### config.mk
export PLATFORM = sky130hd
export DESIGN_NAME = ddc_edid_i2c_reader
export DESIGN_NICKNAME = d
export VERILOG_FILES = /design/src/design/ddc_pkg.sv /design/src/design/ddc_regs.sv /design/src/design/ddc_seq.sv /design/src/design/ddc_edid_i2c_reader.sv
export VERILOG_INCLUDE_DIRS = /design/src /design/src/design
export SDC_FILE = /design/constraint.sdc
export NUM_CORES = 1
export LEC_CHECK = 0
export BUFFER_PORTS_ARGS = -buffer_cell sky130_fd_sc_hd__buf_2
export CORE_MARGIN = 4
export CORE_UTILIZATION = 53
export DETAILED_ROUTE_END_ITERATION = 16
export GPL_TIMING_DRIVEN = 1
export PLACE_DENSITY = 0.76
export SLEW_MARGIN = 5
export SYNTH_ARGS = -nofsm -noshare
export SYNTH_HDL_FRONTEND = slang
export SYNTH_SLANG_ARGS = --single-unit
export TNS_END_PERCENT = 30
### constraint.sdc
create_clock -name clk -period 11.3 [get_ports clk]
set_input_delay 1.13 -clock clk [delete_from_list [all_inputs] [get_ports clk]]
set_output_delay 1.13 -clock clk [all_outputs]
set_load 0.05 [all_outputs]
### src/design/assert_macros.svh
// ----------------------------------------------------------------------------
// assert_macros.svh
// Shared assertion shorthands, sampled on clk and disabled during rst
// ----------------------------------------------------------------------------
`ifndef ASSERT_MACROS_SVH
`define ASSERT_MACROS_SVH

// property must hold at every clock edge outside reset
`define ASSERT_CLK(lbl, prop, msg) \
  lbl: assert property (@(posedge clk) disable iff (rst) prop) else $error(msg);

// expression must never be true at a clock edge outside reset
`define ASSERT_NEVER(lbl, expr, msg) \
  lbl: assert property (@(posedge clk) disable iff (rst) !(expr)) else $error(msg);

`endif

### src/design/ddc_pkg.sv
// ----------------------------------------------------------------------------
// ddc_pkg
// Types, register codes and defaults shared by the DDC EDID reader
// ----------------------------------------------------------------------------
package ddc_pkg;

  // parameter defaults
  localparam int MAX_BYTES_DEF   = 256;
  localparam int TIMER_WIDTH_DEF = 16;

  // fixed field widths
  localparam int LEN_W   = 9;
  localparam int DELAY_W = 16;
  localparam int LIMIT_W = 16;
  localparam int ADDR_W  = 7;
  localparam int BYTE_W  = 8;
  localparam int IDX_W   = 3;
  localparam int CDATA_W = 16;

  // register indexes on the configuration channel
  localparam logic [IDX_W-1:0] REG_READ_LENGTH    = 3'd0;
  localparam logic [IDX_W-1:0] REG_DELAY_TICKS    = 3'd1;
  localparam logic [IDX_W-1:0] REG_STRETCH_LIMIT  = 3'd2;
  localparam logic [IDX_W-1:0] REG_DEVICE_ADDRESS = 3'd3;
  localparam logic [IDX_W-1:0] REG_START_OFFSET   = 3'd4;

  // register reset values
  localparam logic [LEN_W-1:0]   READ_LENGTH_RST    = 9'd128;
  localparam logic [DELAY_W-1:0] DELAY_TICKS_RST    = 16'd150;
  localparam logic [LIMIT_W-1:0] STRETCH_LIMIT_RST  = 16'h1000;
  localparam logic [ADDR_W-1:0]  DEVICE_ADDRESS_RST = 7'h50;
  localparam logic [BYTE_W-1:0]  START_OFFSET_RST   = 8'h00;

  // named substeps
  localparam logic [2:0] SB_FIRST    = 3'd0;
  localparam logic [2:0] SB_DATA     = 3'd1;
  localparam logic [2:0] SB_BIT_END  = 3'd2;
  localparam logic [2:0] SB_WAIT     = 3'd3;
  localparam logic [2:0] SB_RECV_END = 3'd4;
  localparam logic [2:0] SB_STOP_END = 3'd4;
  localparam logic [2:0] SB_LAST     = 3'd7;

  // sequencer stage
  typedef enum logic [2:0] {
    ST_IDLE     = 3'd0,
    ST_WAKE     = 3'd1,
    ST_SEND_W   = 3'd2,
    ST_SEND_OFS = 3'd3,
    ST_RESTART  = 3'd4,
    ST_SEND_R   = 3'd5,
    ST_RECV     = 3'd6,
    ST_STOP     = 3'd7
  } stage_t;

  // configuration register bank
  typedef struct packed {
    logic [LEN_W-1:0]   read_length;
    logic [DELAY_W-1:0] delay_ticks;
    logic [LIMIT_W-1:0] stretch_limit;
    logic [ADDR_W-1:0]  device_address;
    logic [BYTE_W-1:0]  start_offset;
  } cfg_t;

  // one result item
  typedef struct packed {
    logic              busy_res;
    logic              nak_error;
    logic              done_res;
    logic              last_byte;
    logic [BYTE_W-1:0] byte_index;
    logic [BYTE_W-1:0] byte_data;
    logic              byte_valid;
    logic              sda_low;
    logic              scl_low;
  } res_t;

endpackage

### src/design/ddc_regs.sv
// ----------------------------------------------------------------------------
// ddc_regs
// Configuration register bank, written through an index/data channel
// ----------------------------------------------------------------------------
module ddc_regs (
  input  logic                        clk,
  input  logic                        rst,
  input  logic                        wr_en,
  input  logic [ddc_pkg::IDX_W-1:0]   wr_index,
  input  logic [ddc_pkg::CDATA_W-1:0] wr_data,
  output ddc_pkg::cfg_t               cfg
);

  // register writes, unknown indexes are dropped
  always_ff @(posedge clk) begin
    if (rst) begin
      cfg.read_length    <= ddc_pkg::READ_LENGTH_RST;
      cfg.delay_ticks    <= ddc_pkg::DELAY_TICKS_RST;
      cfg.stretch_limit  <= ddc_pkg::STRETCH_LIMIT_RST;
      cfg.device_address <= ddc_pkg::DEVICE_ADDRESS_RST;
      cfg.start_offset   <= ddc_pkg::START_OFFSET_RST;
    end else if (wr_en) begin
      unique case (wr_index)
        ddc_pkg::REG_READ_LENGTH:    cfg.read_length    <= wr_data[ddc_pkg::LEN_W-1:0];
        ddc_pkg::REG_DELAY_TICKS:    cfg.delay_ticks    <= wr_data[ddc_pkg::DELAY_W-1:0];
        ddc_pkg::REG_STRETCH_LIMIT:  cfg.stretch_limit  <= wr_data[ddc_pkg::LIMIT_W-1:0];
        ddc_pkg::REG_DEVICE_ADDRESS: cfg.device_address <= wr_data[ddc_pkg::ADDR_W-1:0];
        ddc_pkg::REG_START_OFFSET:   cfg.start_offset   <= wr_data[ddc_pkg::BYTE_W-1:0];
        default: ;
      endcase
    end
  end

endmodule

### src/design/ddc_seq.sv
// ----------------------------------------------------------------------------
// ddc_seq
// I2C bus sequencer: state registers plus one-tick next-state logic
// ----------------------------------------------------------------------------
`include "assert_macros.svh"

module ddc_seq #(
  parameter int MAX_BYTES   = ddc_pkg::MAX_BYTES_DEF,
  parameter int TIMER_WIDTH = ddc_pkg::TIMER_WIDTH_DEF
) (
  input  logic          clk,
  input  logic          rst,
  input  logic          step,
  input  logic          action,
  input  logic          scl_in,
  input  logic          sda_in,
  input  ddc_pkg::cfg_t cfg,
  output ddc_pkg::res_t res
);

  localparam int TW  = TIMER_WIDTH;
  localparam int BW  = $clog2(MAX_BYTES + 1);
  localparam int CW  = ((BW > ddc_pkg::LEN_W) ? BW : ddc_pkg::LEN_W) + 1;
  localparam int DW  = ddc_pkg::DELAY_W;
  localparam logic [TW-1:0] TMAX = '1;

  // state
  ddc_pkg::stage_t stage, stage_next;
  logic [2:0]                   sub, sub_next;
  logic [TW-1:0]                phase_timer, phase_next;
  logic [ddc_pkg::LIMIT_W-1:0]  stretch_timer, stretch_next, stretch_inc;
  logic [2:0]                   bit_counter, bit_counter_next;
  logic [BW-1:0]                bytes_done, bytes_done_next;
  logic [ddc_pkg::BYTE_W-1:0]   shift_byte, shift_next;
  logic                         clock_low, clock_low_next;
  logic                         data_low, data_low_next;

  // step decode helpers
  logic                         ent;
  ddc_pkg::stage_t              ent_stage;
  logic [2:0]                   ent_sub;
  logic                         go;
  logic [TW-1:0]                phase_load;
  logic [CW-1:0]                byte_count;
  logic                         last_cur, last_nxt;
  logic [ddc_pkg::BYTE_W-1:0]   send_byte;
  logic                         phase_end;
  logic                         is_send;

  // bytes to read, clamped to one..MAX_BYTES
  always_comb begin
    if (cfg.read_length == '0) begin
      byte_count = CW'(1);
    end else if (CW'(cfg.read_length) > CW'(MAX_BYTES)) begin
      byte_count = CW'(MAX_BYTES);
    end else begin
      byte_count = CW'(cfg.read_length);
    end
  end

  assign last_cur = (CW'(bytes_done) + CW'(1)) >= byte_count;
  assign last_nxt = (CW'(bytes_done_next) + CW'(1)) >= byte_count;

  // phase reload: saturate to timer range, zero acts as one
  always_comb begin
    if (TW < DW && cfg.delay_ticks > DW'(TMAX)) begin
      phase_load = TMAX;
    end else if (cfg.delay_ticks == '0) begin
      phase_load = TW'(1);
    end else begin
      phase_load = TW'(cfg.delay_ticks);
    end
  end

  // byte shifted out in the current send stage
  always_comb begin
    priority if (ent_stage == ddc_pkg::ST_SEND_W) begin
      send_byte = {cfg.device_address, 1'b0};
    end else if (ent_stage == ddc_pkg::ST_SEND_R) begin
      send_byte = {cfg.device_address, 1'b1};
    end else begin
      send_byte = cfg.start_offset;
    end
  end

  assign phase_end   = phase_timer <= TW'(1);
  assign is_send     = stage == ddc_pkg::ST_SEND_W || stage == ddc_pkg::ST_SEND_OFS ||
                       stage == ddc_pkg::ST_SEND_R;
  assign stretch_inc = stretch_timer + ddc_pkg::LIMIT_W'(1);

  // next state for one tick
  always_comb begin : next_state
    stage_next       = stage;
    sub_next         = sub;
    phase_next       = phase_timer;
    stretch_next     = stretch_timer;
    bit_counter_next = bit_counter;
    bytes_done_next  = bytes_done;
    shift_next       = shift_byte;
    clock_low_next   = clock_low;
    data_low_next    = data_low;
    ent              = 1'b0;
    ent_stage        = stage;
    ent_sub          = sub + 3'd1;
    go               = 1'b0;

    if (step) begin
      if (stage == ddc_pkg::ST_IDLE) begin
        // begin a transfer
        if (action) begin
          bytes_done_next  = '0;
          bit_counter_next = 3'd7;
          shift_next       = '0;
          ent              = 1'b1;
          ent_stage        = ddc_pkg::ST_WAKE;
          ent_sub          = ddc_pkg::SB_FIRST;
        end
      end else if (stage == ddc_pkg::ST_RECV && sub == ddc_pkg::SB_WAIT) begin
        // wait for clock high, bounded by the stretch limit
        go = scl_in;
        if (!scl_in) begin
          stretch_next = stretch_inc;
          go           = stretch_inc >= cfg.stretch_limit;
        end
        if (go) begin
          shift_next = shift_byte | (ddc_pkg::BYTE_W'(sda_in) << bit_counter);
          ent        = 1'b1;
          ent_sub    = ddc_pkg::SB_RECV_END;
        end
      end else if (!phase_end) begin
        phase_next = phase_timer - TW'(1);
      end else if (stage == ddc_pkg::ST_WAKE || stage == ddc_pkg::ST_RESTART) begin
        ent = 1'b1;
        if (sub == ddc_pkg::SB_LAST) begin
          bit_counter_next = 3'd7;
          ent_stage = (stage == ddc_pkg::ST_WAKE) ? ddc_pkg::ST_SEND_W : ddc_pkg::ST_SEND_R;
          ent_sub   = ddc_pkg::SB_FIRST;
        end
      end else if (is_send) begin
        if (sub == ddc_pkg::SB_BIT_END) begin
          ent = 1'b1;
          if (bit_counter != 3'd0) begin
            bit_counter_next = bit_counter - 3'd1;
            ent_sub          = ddc_pkg::SB_FIRST;
          end
        end else if (sub == ddc_pkg::SB_LAST) begin
          if (sda_in) begin
            // missing acknowledge: abort without stop
            stage_next     = ddc_pkg::ST_IDLE;
            sub_next       = '0;
            clock_low_next = 1'b0;
            data_low_next  = 1'b0;
          end else begin
            ent = 1'b1;
            priority if (stage == ddc_pkg::ST_SEND_W) begin
              bit_counter_next = 3'd7;
              ent_stage        = ddc_pkg::ST_SEND_OFS;
              ent_sub          = ddc_pkg::SB_FIRST;
            end else if (stage == ddc_pkg::ST_SEND_OFS) begin
              ent_stage = ddc_pkg::ST_RESTART;
              ent_sub   = ddc_pkg::SB_WAIT;
            end else begin
              bit_counter_next = 3'd7;
              shift_next       = '0;
              bytes_done_next  = '0;
              ent_stage        = ddc_pkg::ST_RECV;
              ent_sub          = ddc_pkg::SB_FIRST;
            end
          end
        end else begin
          ent = 1'b1;
        end
      end else if (stage == ddc_pkg::ST_RECV) begin
        ent = 1'b1;
        if (sub == ddc_pkg::SB_RECV_END) begin
          if (bit_counter != 3'd0) begin
            bit_counter_next = bit_counter - 3'd1;
            ent_sub          = ddc_pkg::SB_FIRST;
          end
        end else if (sub == ddc_pkg::SB_LAST) begin
          if (last_cur) begin
            ent_stage = ddc_pkg::ST_STOP;
          end else begin
            bytes_done_next  = bytes_done + BW'(1);
            bit_counter_next = 3'd7;
            shift_next       = '0;
          end
          ent_sub = ddc_pkg::SB_FIRST;
        end
      end else begin
        // stop condition
        if (sub < ddc_pkg::SB_STOP_END) begin
          ent = 1'b1;
        end else begin
          stage_next = ddc_pkg::ST_IDLE;
          sub_next   = '0;
        end
      end
    end

    // actions on entering a substep
    if (ent) begin
      stage_next = ent_stage;
      sub_next   = ent_sub;
      phase_next = phase_load;
      unique case (ent_stage)
        ddc_pkg::ST_IDLE: ;
        ddc_pkg::ST_WAKE, ddc_pkg::ST_RESTART: begin
          priority if (ent_stage == ddc_pkg::ST_WAKE && ent_sub == 3'd0) clock_low_next = 1'b0;
          else if (ent_stage == ddc_pkg::ST_WAKE && ent_sub == 3'd2) clock_low_next = 1'b1;
          else if (ent_sub == 3'd3) clock_low_next = 1'b1;
          else if (ent_sub == 3'd4) data_low_next = 1'b0;
          else if (ent_sub == 3'd5 || ent_sub == 3'd7) clock_low_next = 1'b0;
          else if (ent_sub == 3'd6) data_low_next = 1'b1;
          else ;
        end
        ddc_pkg::ST_SEND_W, ddc_pkg::ST_SEND_OFS, ddc_pkg::ST_SEND_R: begin
          priority if (ent_sub == 3'd0 || ent_sub == 3'd3) clock_low_next = 1'b1;
          else if (ent_sub == 3'd1) data_low_next = ~send_byte[bit_counter_next];
          else if (ent_sub == 3'd2 || ent_sub == 3'd5) clock_low_next = 1'b0;
          else if (ent_sub == 3'd4) data_low_next = 1'b0;
          else ;
        end
        ddc_pkg::ST_RECV: begin
          priority if (ent_sub == 3'd0 || ent_sub == 3'd4 || ent_sub == 3'd5) begin
            clock_low_next = 1'b1;
          end else if (ent_sub == 3'd1) begin
            data_low_next = 1'b0;
          end else if (ent_sub == 3'd2 || ent_sub == 3'd7) begin
            clock_low_next = 1'b0;
          end else if (ent_sub == 3'd3) begin
            stretch_next = '0;
            phase_next   = '0;
          end else begin
            // acknowledge all but the last byte
            data_low_next = !last_nxt;
          end
        end
        ddc_pkg::ST_STOP: begin
          priority if (ent_sub == 3'd0) clock_low_next = 1'b1;
          else if (ent_sub == 3'd1) data_low_next = 1'b1;
          else if (ent_sub == 3'd3) data_low_next = 1'b0;
          else clock_low_next = 1'b0;
        end
      endcase
    end
  end

  // result fields for this tick
  always_comb begin : outputs
    res            = '0;
    res.scl_low    = clock_low_next;
    res.sda_low    = data_low_next;
    res.busy_res   = stage_next != ddc_pkg::ST_IDLE;
    if (step && phase_end && stage == ddc_pkg::ST_RECV && sub == ddc_pkg::SB_LAST) begin
      res.byte_valid = 1'b1;
      res.byte_data  = shift_byte;
      res.byte_index = ddc_pkg::BYTE_W'(bytes_done);
      res.last_byte  = last_cur;
    end
    if (step && phase_end && is_send && sub == ddc_pkg::SB_LAST && sda_in) begin
      res.done_res  = 1'b1;
      res.nak_error = 1'b1;
    end
    if (step && phase_end && stage == ddc_pkg::ST_STOP && sub >= ddc_pkg::SB_STOP_END) begin
      res.done_res = 1'b1;
    end
  end

  // state registers
  always_ff @(posedge clk) begin
    if (rst) begin
      stage         <= ddc_pkg::ST_IDLE;
      sub           <= '0;
      phase_timer   <= '0;
      stretch_timer <= '0;
      bit_counter   <= 3'd7;
      bytes_done    <= '0;
      shift_byte    <= '0;
      clock_low     <= 1'b0;
      data_low      <= 1'b0;
    end else begin
      stage         <= stage_next;
      sub           <= sub_next;
      phase_timer   <= phase_next;
      stretch_timer <= stretch_next;
      bit_counter   <= bit_counter_next;
      bytes_done    <= bytes_done_next;
      shift_byte    <= shift_next;
      clock_low     <= clock_low_next;
      data_low      <= data_low_next;
    end
  end

  // checks
  `ASSERT_CLK(a_nak_ends, res.nak_error |-> res.done_res && !res.busy_res, "nak without end")
  `ASSERT_CLK(a_idle_tick, step && stage == ddc_pkg::ST_IDLE && !action |=> stage == ddc_pkg::ST_IDLE && !clock_low && !data_low, "idle tick changed state")
  `ASSERT_NEVER(a_wait_timer, stage == ddc_pkg::ST_RECV && sub == ddc_pkg::SB_WAIT && phase_timer != '0, "phase timer running in stretch wait")
  `ASSERT_CLK(a_last_stop, res.last_byte |=> stage == ddc_pkg::ST_STOP && sub == ddc_pkg::SB_FIRST, "last byte not followed by stop")

endmodule

### src/design/ddc_edid_i2c_reader.sv
// ----------------------------------------------------------------------------
// ddc_edid_i2c_reader
// Bit-level I2C master reading a display's EDID over DDC, one tick per item
// ----------------------------------------------------------------------------
// Usage:
//   s_* carries one tick per transaction: s_tuser = 1 begins a transfer
//   (ignored while busy), s_tuser = 0 is a plain time tick; s_tdata holds
//   the sampled scl and sda wire levels.
//   m_* returns exactly one result per tick: wire drives, a received byte
//   with its index (m_tlast on the final byte), done, nak and busy flags.
//   cfg_* writes the five registers; write only while no tick is in flight.
// Path: a tick passes the input register, then the result register.
// Throughput: one tick per clock unless stalled; the sequencer step is one
//   register stage of short logic between the input and result registers.
// Reset: registers return to defaults, the bus is released, the sequencer
//   idles, and both stream registers are emptied.
// Stall: with m_tready low the result register holds and the input register
//   fills, after which s_tready drops until the result is taken.
// ----------------------------------------------------------------------------
`include "assert_macros.svh"

module ddc_edid_i2c_reader #(
  parameter int MAX_BYTES   = ddc_pkg::MAX_BYTES_DEF,
  parameter int TIMER_WIDTH = ddc_pkg::TIMER_WIDTH_DEF
) (
  input  logic                        clk,
  input  logic                        rst,
  // tick stream
  input  logic                        s_tvalid,
  output logic                        s_tready,
  input  logic [7:0]                  s_tdata,   // [0] scl_in, [1] sda_in
  input  logic                        s_tuser,   // [0] action
  // result stream
  output logic                        m_tvalid,
  input  logic                        m_tready,
  output logic [23:0]                 m_tdata,   // [0] scl_low, [1] sda_low,
                                                 // [2] byte_valid, [10:3] byte_data,
                                                 // [18:11] byte_index, [19] done_res,
                                                 // [20] nak_error, [21] busy_res
  output logic                        m_tlast,   // last_byte
  // register writes
  input  logic                        cfg_valid,
  output logic                        cfg_ready,
  input  logic [ddc_pkg::IDX_W-1:0]   cfg_index,
  input  logic [ddc_pkg::CDATA_W-1:0] cfg_data
);

  ddc_pkg::cfg_t cfg;
  ddc_pkg::res_t res, res_q;

  logic in_valid;
  logic in_action;
  logic in_scl;
  logic in_sda;
  logic out_free;
  logic advance;

  assign cfg_ready = 1'b1;

  ddc_regs u_regs (
    .clk      (clk),
    .rst      (rst),
    .wr_en    (cfg_valid && cfg_ready),
    .wr_index (cfg_index),
    .wr_data  (cfg_data),
    .cfg      (cfg)
  );

  // handshake flow
  assign out_free = !m_tvalid || m_tready;
  assign advance  = in_valid && out_free;
  assign s_tready = !in_valid || out_free;

  // input register
  always_ff @(posedge clk) begin
    if (rst) begin
      in_valid <= 1'b0;
    end else if (s_tvalid && s_tready) begin
      in_valid <= 1'b1;
    end else if (advance) begin
      in_valid <= 1'b0;
    end
  end

  always_ff @(posedge clk) begin
    if (s_tvalid && s_tready) begin
      in_action <= s_tuser;
      in_scl    <= s_tdata[0];
      in_sda    <= s_tdata[1];
    end
  end

  ddc_seq #(
    .MAX_BYTES   (MAX_BYTES),
    .TIMER_WIDTH (TIMER_WIDTH)
  ) u_seq (
    .clk    (clk),
    .rst    (rst),
    .step   (advance),
    .action (in_action),
    .scl_in (in_scl),
    .sda_in (in_sda),
    .cfg    (cfg),
    .res    (res)
  );

  // result register
  always_ff @(posedge clk) begin
    if (rst) begin
      m_tvalid <= 1'b0;
    end else if (advance) begin
      m_tvalid <= 1'b1;
    end else if (m_tready) begin
      m_tvalid <= 1'b0;
    end
  end

  always_ff @(posedge clk) begin
    if (advance) begin
      res_q <= res;
    end
  end

  // result packing
  assign m_tdata = {2'b00, res_q.busy_res, res_q.nak_error, res_q.done_res,
                    res_q.byte_index, res_q.byte_data, res_q.byte_valid,
                    res_q.sda_low, res_q.scl_low};
  assign m_tlast = res_q.last_byte;

  // checks
  `ASSERT_CLK(a_in_taken, s_tvalid && s_tready |=> in_valid, "accepted tick not registered")
  `ASSERT_CLK(a_out_loaded, advance |=> m_tvalid, "stepped tick gave no result")
  `ASSERT_CLK(a_in_held, in_valid && !out_free |=> in_valid && $stable(in_action), "pending tick lost")

endmodule
==> results of run 1 <==
per-stage QoR:
step	util (%)	cell area [µm²]	setup WS, ns	total power [µW]
after global placement	55.7	9210	5.51	689
after floorplan	-	8890	6.56	657
after CTS	59.2	9790	5.41	1240
after detailed placement	55.7	9210	5.44	691
final	59.2	9790	5.34	1230
after global routing	59.2	9790	4.68	1280
area by class of cell:
class | count | area share [%]
Multi-Input combinational cell | 878 | 54.4
Tap cell | 220 | 2.81
Clock buffer | 20 | 4.68
Timing Repair Buffer | 59 | 3.22
Sequential cell | 144 | 32.1
Inverter | 39 | 1.50
Clock inverter | 12 | 1.25
logic make-up after synthesis:
kind of cell	after synthesis	share of synthesized area [%]
AOI/OAI and AO/OA	274	20.1
xor gates and xnor gates	51	5.03
muxes	20	2.25
buffers and inverters	102	4.70
and+or+nand+nor	483	25.8
adders and majority gates	47	6.62
other	2	0.0846
DFF	144	35.4
where the power goes:
group          internal [µW]  switching (µW)  leakage (µW)
sequential               536            10.1       0.00119
combinational           40.5            95.9       0.00228
clock                    321             230      0.000287
total                    898             336       0.00376
routing by layer:
layer / routed length, µm / vias to the layer above
met5: 0 / -
met4: 471 / 0
met3: 1490 / 36
met2: 10800 / 284
met1: 10600 / 3886
li1: - / 4031
final timing paths:
path / endpoint / slack, ns / cells past startpoint
worst max register to register: u_seq.phase_timer[4] / 5.34 / 19
worst min-delay path: u_regs.cfg[29] / 0.45 / 2
worst max-delay path: u_seq.phase_timer[4] / 5.34 / 19
worst min register to register: u_regs.cfg[29] / 0.45 / 2
critical path, stage by stage (launching register included):
cell	delay, ns
dfxtp_1	0.40
and3_1	0.25
and3_1	0.22
and3_1	0.23
and3_1	0.26
and3_1	0.24
and3_1	0.25
nand3_1	0.11
xnor2_1	0.16
ha_1	0.33
nand4_1	0.11
a2111oi_0	0.71
a21oi_1	0.22
a21oi_1	0.35
nand2_1	0.58
a311oi_4	0.85
nand2_2	0.11
a21oi_1	0.17
nor2_1	0.06
a211oi_1	0.23
state kept, by name, indices dropped and copies added (netlist names):
name                 count
u_seq.phase_timer       16
u_seq.shift_byte         8
m_tdata                 22
in_valid                 1
u_seq.bit_counter        3
m_tvalid                 1
u_regs.cfg              56
m_tlast                  1
in_sda                   1
u_seq.sub                3
u_seq.stretch_timer     16
u_seq.bytes_done         9
u_seq.data_low           1
in_action                1
u_seq.clock_low          1
in_scl                   1
u_seq.stage              3
layout by cell type (no fill, tap or decap), drive strengths merged, types with 22 or more instances in the layout:
cell	count
o21ai	40
xor2	35
inv	43
and2	27
nand2	169
a21oi	109
nor3	42
nor2	118
dfxtp	118
edfxtp	26
nand3	22
buf	59
ha	47
==> impl_results.md, run 1 <==
* Status: finished, final reports clean
* Layout Skew at 0.00993 ns
* Max frequency at 168 MHz
* Worst Path Max Fanout at 22
* Tmin final at between 5 and 6 ns
* Rows at 47
* Initial drt markers at between 700 and 800
* Mapped Cells at ~1100
* Post_cts resized at 0
* Yosys top cell by area: dfxtp_1
* Critical Path Start: u_seq.stretch_timer[2]
* Worst r2r src: u_seq.stretch_timer[2]
* Setup_tns at 0 ns
* Initial antenna violation count at 0
* Synthesized cell area at ~0.0089 mm²
* Worst VDD drop at 103 µV
* Synth top area share at between 20% and 30%
* Met2 Resource Use GR at about two fifths
* Syn Area/Cell at just under 8 µm²
* Dpl cells at about 1300
* Final period utilization at between 50% and 60%
* CP endpoint kind: flop
* DR pass1 iterations at 6
* Leakage at 0.00376 µW
* CTS Buf Count at 17
* Port Buf Inserts at 51
* Core area at around 0.017 mm²
* Power per cell area at around 130 mW/mm²
* EDFF count, synth at 26
* DR vias/cell at around 6
* CP Data Required Time at between 10 and 15 ns
* Detailed-route DRC error count at 0
* RSZ-0062 raised after global routing: no
* Crit path kind: flop to flop
* Post-Layout Cell Count at roughly 1400
* Hold_ws at ~0.45 ns
* CP startpoint kind: flop
* Postcts setup bufs at 0
* Most frequent cells after synthesis: nand2_1 (168), dfxtp_1 (118), nor2_1 (116)
* Met1 Resource Use GR at 34.0%
* Final HPWL DP at about 17000 µm
* Clk_lat worst skew at ~0.43 ns
* #FFs+latches synth at 144
* Ports at 61
* Slew HR at between 20% and 30%
* Die H at roughly 140 µm
* Area occupied by multi-input gates at around 0.0053 mm²
* Inserted Diodes at 0
* Per-cell routed wire length at ~17 µm
* CTS root buf: clkbuf_16
* First-pass GRT wire length at about 38000 µm
* Fin. max-slew vios at 0
* Die X at roughly 140 µm
* Gr busiest metal: met2
* Worst slew pin tran at between 1 and 1.5 ns
* Worst-path clk slew at about 0.070 ns
* Max-cap violations at 0
* Cts hold-fix bufs at 0
* Final hold viol count at 0
* Post-synthesis async set-or-reset flop share at 0%
* Area delta synth->final at 10.2%
* Primary FF master, synth: dfxtp_1
* Placer Congestion at 0.942
* Hold Path Origin: u_regs.cfg[29]
* GR Overflow Total at 0
* Number of global-route vias before repair at approximately 7800
* Clk sinks at around 140
* Yosys warning total at 0
* Sequential fraction of the synthesis area at a little over a third
* Total GRT Usage at 25.3%
* Largest net degree at the start of global routing at 94
* Unique cell type count in the Yosys netlist at 75
* Initial Util at 53.8%
* Proportion of layout cells with a drive suffix above 1 at a little under 10%
* Die area at 0.0189 mm²
* Worst EP arrival at between 6 and 7 ns
* Vias at just over 8000
* GR Layer Usage met3 at slightly above 5%
* H-tree level count at 4
* CTS tree: built
* Filler Cell Count at about 1500
* Top post-synthesis cells by area: dfxtp_1 (27%), edfxtp_1 (8.8%), nand2_1 (7.1%), ha_1 (6.6%), a21oi_1 (6.1%)
* Antenna viol nets, final at 0
* Final WL at between 20000 and 25000 µm
* Clock Path Buffers at 2
* Seq. cell area at between 0.003 and 0.004 mm²
* Final #Nets at 1219
* Hold Path Class: flop to flop
* Count leader, synth: nand2_1
* Final setup fails at 0
(Power assumes the default switching activity.)
==> inputs of run 2 (changes only) <==
==> constraint.sdc (replaced) <==
create_clock -name clk -period 6.2 [get_ports clk]
set_input_delay 0.62 -clock clk [delete_from_list [all_inputs] [get_ports clk]]
set_output_delay 0.62 -clock clk [all_outputs]
set_load 0.05 [all_outputs]
==> run 2 against run 1 <==
Critical endpoint is now m_tdata[1]. Sequential cell count stayed put. Highest routed layer unchanged. Routed wire length is 0.33% lower. Utilization is 0.37 points higher. Fmax is 7.1% higher. Worst hold slack worse by 0.081 ns. Critical path depth is 5 higher. Critical path type unchanged. Clock power is 85% higher. Clock skew is 0.0022 ns lower.
==> impl_results.md, run 2 (synthesized netlist as in run 1, its figures left out) <==
* Most flop-heavy register: u_regs.cfg (unchanged)
* Postcts setup bufs at 0 (unchanged)
* Power share of the clock group at 44.9% (was 44.7%)
* Cts hold-fix bufs at 0 (unchanged)
* Die area at 0.0189 mm² (unchanged)
* CTS tree: built (unchanged)
* Gr busiest metal: met2 (unchanged)
* R2R depth at 24 (was 19)
* H-tree level count at 4 (unchanged)
* CTS Buf Count at 17 (unchanged)
* Most frequent cells in the layout: nand2_1 (168), dfxtp_1 (118), nor2_1 (116), a21oi_1 (108), buf_2 (51) (unchanged)
* Final HPWL DP at 16800 µm (was 16900 µm)
* Post_cts resized at 0 (unchanged)
* Layout Skew at 0.00775 ns (was 0.00993 ns)
* CP Data Required Time at 6.48 ns (was 11.63 ns)
* Final WL at 23300 µm (was 23400 µm)
* CP endpoint kind: flop (unchanged)
* Max-cap violations at 0 (unchanged)
* Crit path kind: flop to flop (unchanged)
* Fin. max-slew vios at 0 (unchanged)
* Met1 Resource Use GR at 34.2% (was 34.0%)
* Vias at 8266 (was 8237)
* Tot Pwr at 2260 µW (was 1230 µW)
* Logic pwr share at 11.1% (about the same)
* Internal cell power at 1650 µW (was 898 µW)
* Setup_tns at 0 ns (unchanged)
* CP startpoint kind: flop (unchanged)
* Per-cell routed wire length at 16.9 µm (was 17.0 µm)
* Detailed-route DRC error count at 0 (unchanged)
* Met2 Resource Use GR at 40.1% (was 40.6%)
* Clk_lat worst skew at 0.43 ns (about the same)
* Ports at 61 (unchanged)
* DR pass1 iterations at 5 (was 6)
* Worst Path Max Fanout at 7 (was 22)
* Capturing point of the worst reg2reg path: m_tdata[1] (was u_seq.phase_timer[4])
* GR Overflow Total at 0 (unchanged)
* Antenna viol nets, final at 0 (unchanged)
* Worst slew pin tran at 1.03 ns (was 1.08 ns)
* Tmin final at 5.56 ns (was 5.96 ns)
* Worst VDD drop at 194 µV (was 103 µV)
* Worst r2r src: u_seq.bytes_done[0] (was u_seq.stretch_timer[2])
* GR Layer Usage met3 at 6.21% (was 5.19%)
* Max frequency at 180 MHz (was 168 MHz)
* Worst EP arrival at 5.85 ns (was 6.29 ns)
* First-pass GRT wire length at 38300 µm (was 38500 µm)
* Area delta synth->final at 10.9% (was 10.2%)
* CTS root buf: clkbuf_16 (unchanged)
* Final setup fails at 0 (unchanged)
* Slew HR at 30.7% (was 28.0%)
* Clk sinks at 144 (unchanged)
* Status: finished, final reports clean (unchanged)
* Final period utilization at 89.8% (was 52.7%)
* Sw Pwr at 617 µW (was 336 µW)
* Number of global-route vias before repair at 7659 (was 7753)
* Worst-path clk slew at 0.06 ns (was 0.07 ns)
* Die X at 137 µm (unchanged)
* Final #Nets at 1226 (was 1219)
* Setup slack, reg-to-reg at 0.64 ns (was 5.34 ns)
* Total GRT Usage at 25.3% (unchanged)
* Largest net degree at the start of global routing at 93 (was 94)
* Clock Path Buffers at 2 (unchanged)
* Sequential power share at 43.9% (was 44.3%)
* Commonest non-fill, non-tap cell in the layout: nand2_1 (unchanged)
* Worst setup path endpoint: m_tdata[1] (was u_seq.phase_timer[4])
* Die H at 137 µm (unchanged)
* Hold_ws at 0.373 ns (was 0.454 ns)
* Inserted Diodes at 0 (unchanged)
* Hold Path Class: input port to flop (was flop to flop)
* RSZ-0062 raised after global routing: no (unchanged)
* Critical Path Start: u_seq.bytes_done[0] (was u_seq.stretch_timer[2])
* Initial antenna violation count at 0 (unchanged)
* Placer Congestion at 0.982 (was 0.942)
* Leakage at 0.00379 µW (was 0.00376 µW)
* Rows at 47 (unchanged)
* Initial Util at 53.8% (unchanged)
* DR vias/cell at 5.99 (was 6.00)
* Core area at 0.0165 mm² (unchanged)
* Sw Ratio at 27.3% (was 27.2%)
* Final hold viol count at 0 (unchanged)
* Proportion of layout cells with a drive suffix above 1 at 10.3% (was 9.64%)
* Max FFs per register at 56 (unchanged)
* Initial drt markers at 623 (was 716)
* Port Buf Inserts at 51 (unchanged)
* Power per cell area at 230 mW/mm² (was 126 mW/mm²)
run 2: changes by cell type in the layout (fill, tap and decap cells not counted), moves of 2 or more:
cell	change
buf_4	+7
clkbuf_1	-2
clkinv_1	+2
clkinvlp_4	+2
run 2: per-layer routing:
layer / vias up / part of all wire [%]
li1: 4039 / -
met1: 3807 / 44
met2: 358 / 46
met3: 62 / 8.3
met4: 0 / 2.4
met5: - / 0
run 2: stage by stage:
step                      instances  cell area (µm²)  util [%]  worst slack, ns
after floorplan                1124             8890         -             1.46
after detailed placement       1347             9260      56.1            0.586
after global routing           1379             9850      59.6            0.143
after global placement         1347             9260      56.1            0.737
after CTS                      1379             9850      59.6            0.563
final                          1379             9850      59.6            0.635
run 2: how the worst min path moves through the flow:
stage	end	cells past startpoint	startpoint	slack, ns
after floorplan	u_seq.shift_byte[0]	2	u_seq.shift_byte[0]	0.43
after global placement	u_seq.shift_byte[0]	2	u_seq.shift_byte[0]	0.44
after detailed placement	u_seq.shift_byte[6]	1	u_seq.shift_byte[6]	0.45
after CTS	in_sda	1	s_tdata[1]	0.36
after global routing	in_action	1	s_tuser	0.36
final	in_sda	1	s_tdata[1]	0.37
run 2: critical path: stages, from the launching register on:
cell	delay (ns)
dfxtp_1	0.48
ha_1	0.30
nand3_1	0.19
nor2_1	0.22
and3_1	0.24
xor2_1	0.19
ha_1	0.27
a21oi_1	0.12
o21ai_0	0.18
a21oi_1	0.41
and2_1	0.25
a21oi_1	0.09
a311oi_2	0.49
ha_1	0.33
ha_1	0.27
a21o_1	0.15
a21oi_1	0.15
nor2b_1	0.06
o21ai_0	0.17
a21oi_1	0.10
nor3_1	0.14
nor2_1	0.07
a311oi_1	0.28
o21ai_1	0.13
nand3_1	0.12
run 2: power groups by stage:
stage / combinational, µW / sequential (µW) / clock [µW]
after floorplan: 161 / 1040 / 0
after global placement: 244 / 1010 / 0
after detailed placement: 247 / 1010 / 0
after CTS: 249 / 994 / 1030
after global routing: 277 / 997 / 1070
final: 252 / 994 / 1020
run 2: layout make-up:
| type | count | area, µm² |
|---|---|---|
| Fill cell | 1527 | 6670 |
| Clock inverter | 15 | 158 |
| Sequential cell | 144 | 3140 |
| Clock buffer | 17 | 425 |
| Timing Repair Buffer | 66 | 368 |
| Inverter | 39 | 146 |
| Multi-Input combinational cell | 878 | 5340 |
| Tap cell | 220 | 275 |
==> inputs of run 3 (changes only) <==
--- a/config.mk
+++ b/config.mk
@@ -7,11 +7,13 @@
 export NUM_CORES = 1
 export LEC_CHECK = 0
 export BUFFER_PORTS_ARGS = -buffer_cell sky130_fd_sc_hd__buf_2
+export CELL_PAD_IN_SITES_DETAIL_PLACEMENT = 1
+export CELL_PAD_IN_SITES_GLOBAL_PLACEMENT = 1
 export CORE_MARGIN = 4
-export CORE_UTILIZATION = 53
+export CORE_UTILIZATION = 46
 export DETAILED_ROUTE_END_ITERATION = 16
 export GPL_TIMING_DRIVEN = 1
-export PLACE_DENSITY = 0.76
+export PLACE_DENSITY = 0.86
 export SLEW_MARGIN = 5
 export SYNTH_ARGS = -nofsm -noshare
 export SYNTH_HDL_FRONTEND = slang
==> run 3 against run 2 <==
First-iteration DRC count rose by 13%. Sequential share of layout area fell by 0.097 points. Die area rose by 14%. Largest power group is now sequential cells. Critical path type unchanged. Critical path depth fell by 1. Combinational power rose by 4%. Clock-buffer cell count rose by 2. Total power fell by 1.5%. Sequential cell count did not move. Clock power fell by 5%. Cell area rose by 0.30%.
==> impl_results.md, run 3 (synthesized netlist as in run 1, its figures left out) <==
* CTS root buf: clkbuf_16 (unchanged)
* Ports at 61 (unchanged)
* Final setup fails at 0 (unchanged)
* Final WL at 27600 µm (was 23300 µm)
* Rows at 50 (was 47)
* Initial drt markers at 702 (was 623)
* Clk_lat worst skew at 0.44 ns (was 0.43 ns)
* Placer Congestion at 0.902 (was 0.982)
* Max frequency at 171 MHz (was 180 MHz)
* Cells on Worst Hold Path at 1 (unchanged)
* Worst slew pin tran at 1.08 ns (was 1.03 ns)
* First-pass GRT wire length at 44800 µm (was 38300 µm)
* Worst r2r src: u_seq.bytes_done[0] (unchanged)
* Worst Path Max Fanout at 8 (was 7)
* Fin. max-slew vios at 0 (unchanged)
* CTS tree: built (unchanged)
* Postcts setup bufs at 0 (unchanged)
* Inserted Diodes at 0 (unchanged)
* Slowest CP cell: dfxtp_1 (was a311oi_2)
* Max FFs per register at 56 (unchanged)
* Port Buf Inserts at 51 (unchanged)
* Antenna viol nets, final at 0 (unchanged)
* DR pass1 iterations at 6 (was 5)
* DR vias/cell at 6.05 (was 5.99)
* Final period utilization at 94.2% (was 89.8%)
* Largest stage delay, worst path at 0.48 ns (was 0.49 ns)
* Worst VDD drop at 196 µV (was 194 µV)
* Die H at 147 µm (was 137 µm)
* Tmin final at 5.84 ns (was 5.56 ns)
* Hold_ws at 0.365 ns (was 0.373 ns)
* Cts hold-fix bufs at 0 (unchanged)
* Final HPWL DP at 19900 µm (was 16800 µm)
* Initial Util at 47.2% (was 53.8%)
* Hold Path Class: input port to flop (unchanged)
* Area delta synth->final at 11.3% (was 10.9%)
* CP endpoint kind: flop (unchanged)
* Commonest non-fill, non-tap cell in the layout: nand2_1 (unchanged)
* Power per cell area at 226 mW/mm² (was 230 mW/mm²)
* Crit path kind: flop to flop (unchanged)
* CP Data Required Time at 6.47 ns (was 6.48 ns)
* Capturing point of the worst reg2reg path: m_tdata[1] (unchanged)
* Max-cap violations at 0 (unchanged)
* Final core occ at 52.5% (was 59.6%)
* Setup slack, reg-to-reg at 0.36 ns (was 0.64 ns)
* Total GRT Usage at 25.2% (was 25.3%)
* Hold endpoint: in_sda (unchanged)
* Clk sinks at 144 (unchanged)
* Layout Skew at 0.0114 ns (was 0.00775 ns)
* Leakage at 0.00379 µW (about the same)
* Status: finished, final reports clean (unchanged)
* Area post-placement at 0.00934 mm² (was 0.00926 mm²)
* Setup_tns at 0 ns (unchanged)
* Worst-path clk slew at 0.07 ns (was 0.06 ns)
* R2R depth at 23 (was 24)
* Number of global-route vias before repair at 8714 (was 7659)
* Die area at 0.0216 mm² (was 0.0189 mm²)
* Worst EP arrival at 6.12 ns (was 5.85 ns)
* Hold Path Origin: s_tdata[1] (unchanged)
* H-tree level count at 4 (unchanged)
* Final hold viol count at 0 (unchanged)
* Final #Nets at 1229 (was 1226)
* Most flop-heavy register: u_regs.cfg (unchanged)
* Final std cell area, no fill at 0.00988 mm² (was 0.00985 mm²)
* GR Overflow Total at 0 (unchanged)
* Detailed-route DRC error count at 0 (unchanged)
* CP startpoint kind: flop (unchanged)
* Die X at 147 µm (was 137 µm)
* Clock Path Buffers at 2 (unchanged)
* Core area at 0.0188 mm² (was 0.0165 mm²)
* Initial antenna violation count at 0 (unchanged)
* Filler Cell Count at 2318 (was 1527)
* Cell chain of the critical path: ha_1 -> nand3_1 -> nor2_1 -> and3_1 -> xor2_1 -> ha_1 -> a21oi_1 -> o21ai_0 -> a21oi_1 -> buf_4 -> nand3_1 -> or3_1 -> a21oi_2 -> and4_1 -> xnor2_1 -> ha_1 -> o21ai_0 -> a21oi_1 -> nor3_1 -> nor2_1 -> a311oi_1 -> o21ai_1 -> nand3_1 (was ha_1 -> nand3_1 -> nor2_1 -> and3_1 -> xor2_1 -> ha_1 -> a21oi_1 -> o21ai_0 -> a21oi_1 -> and2_1 -> a21oi_1 -> a311oi_2 -> ha_1 -> ha_1 -> a21o_1 -> a21oi_1 -> nor2b_1 -> o21ai_0 -> a21oi_1 -> nor3_1 -> nor2_1 -> a311oi_1 -> o21ai_1 -> nand3_1)
* Per-cell routed wire length at 19.4 µm (was 16.9 µm)
* Proportion of layout cells with a drive suffix above 1 at 10.5% (was 10.3%)
* Vias at 8608 (was 8266)
* RSZ-0062 raised after global routing: no (unchanged)
* Tot Pwr at 2230 µW (was 2260 µW)
* Most frequent cells in the layout: nand2_1 (168), dfxtp_1 (118), nor2_1 (116), a21oi_1 (108), buf_2 (51) (unchanged)
* Slew HR at 27.5% (was 30.7%)
* Largest net degree at the start of global routing at 93 (unchanged)
* CTS Buf Count at 17 (unchanged)
run 3: layout make-up:
cell class	instances	area [µm²]	share of cell area, %
Tap cell	260	325	3.29
Clock inverter	13	103	1.04
Timing Repair Buffer	69	390	3.95
Inverter	39	146	1.48
Clock buffer	19	443	4.48
Multi-Input combinational cell	878	5330	54.0
Sequential cell	144	3140	31.8
run 3: how the worst max path moves through the flow:
stage	start	endpoint	slack [ns]	cells after the start
3_3_place_gp	u_seq.bytes_done[0]	m_tdata[1]	0.78	24
3_5_place_dp	u_seq.stretch_timer[0]	u_seq.phase_timer[2]	0.65	20
2_1_floorplan	u_seq.bytes_done[2]	m_tdata[1]	1.46	25
6_report	u_seq.bytes_done[0]	m_tdata[1]	0.36	23
4_1_cts	u_seq.stretch_timer[0]	u_seq.phase_timer[2]	0.35	20
5_1_grt	u_seq.bytes_done[0]	m_tdata[1]	0.01	24
run 3: layer usage:
layer | track usage [%] | vias up | wire length [µm]
li1 | - | 4040 | -
met1 | 33.2 | 4291 | 12400
met2 | 43.4 | 231 | 13400
met3 | 3.24 | 46 | 1130
met4 | 7.13 | 0 | 556
met5 | 0 | - | 0
run 3: report_power, final:
group / internal (µW) / total (µW) / switching [µW]
Clock: 529 / 973 / 444
Sequential: 976 / 995 / 19.2
Combinational: 77.0 / 261 / 184
run 3: through the flow:
stage               cells  worst slack, ns
detailed placement   1390            0.648
global route         1422          0.00956
finish               1422            0.358
floorplan            1124             1.46
CTS                  1422            0.352
global placement     1390            0.784
run 3: critical path: cells and delay by family (launching register included):
family	cells	cell delay, ns
and+or+nand+nor	9	2.04
adders and majority gates	3	0.86
DFF	1	0.48
buffers and inverters	1	0.23
AOI/OAI and AO/OA	8	1.71
xor gates and xnor gates	2	0.35
run 3: timing repair:
action,in CTS,in global routing
endpoints found under the hold margin,0,0
gates resized for setup,0,1
endpoints found under the setup margin,0,5
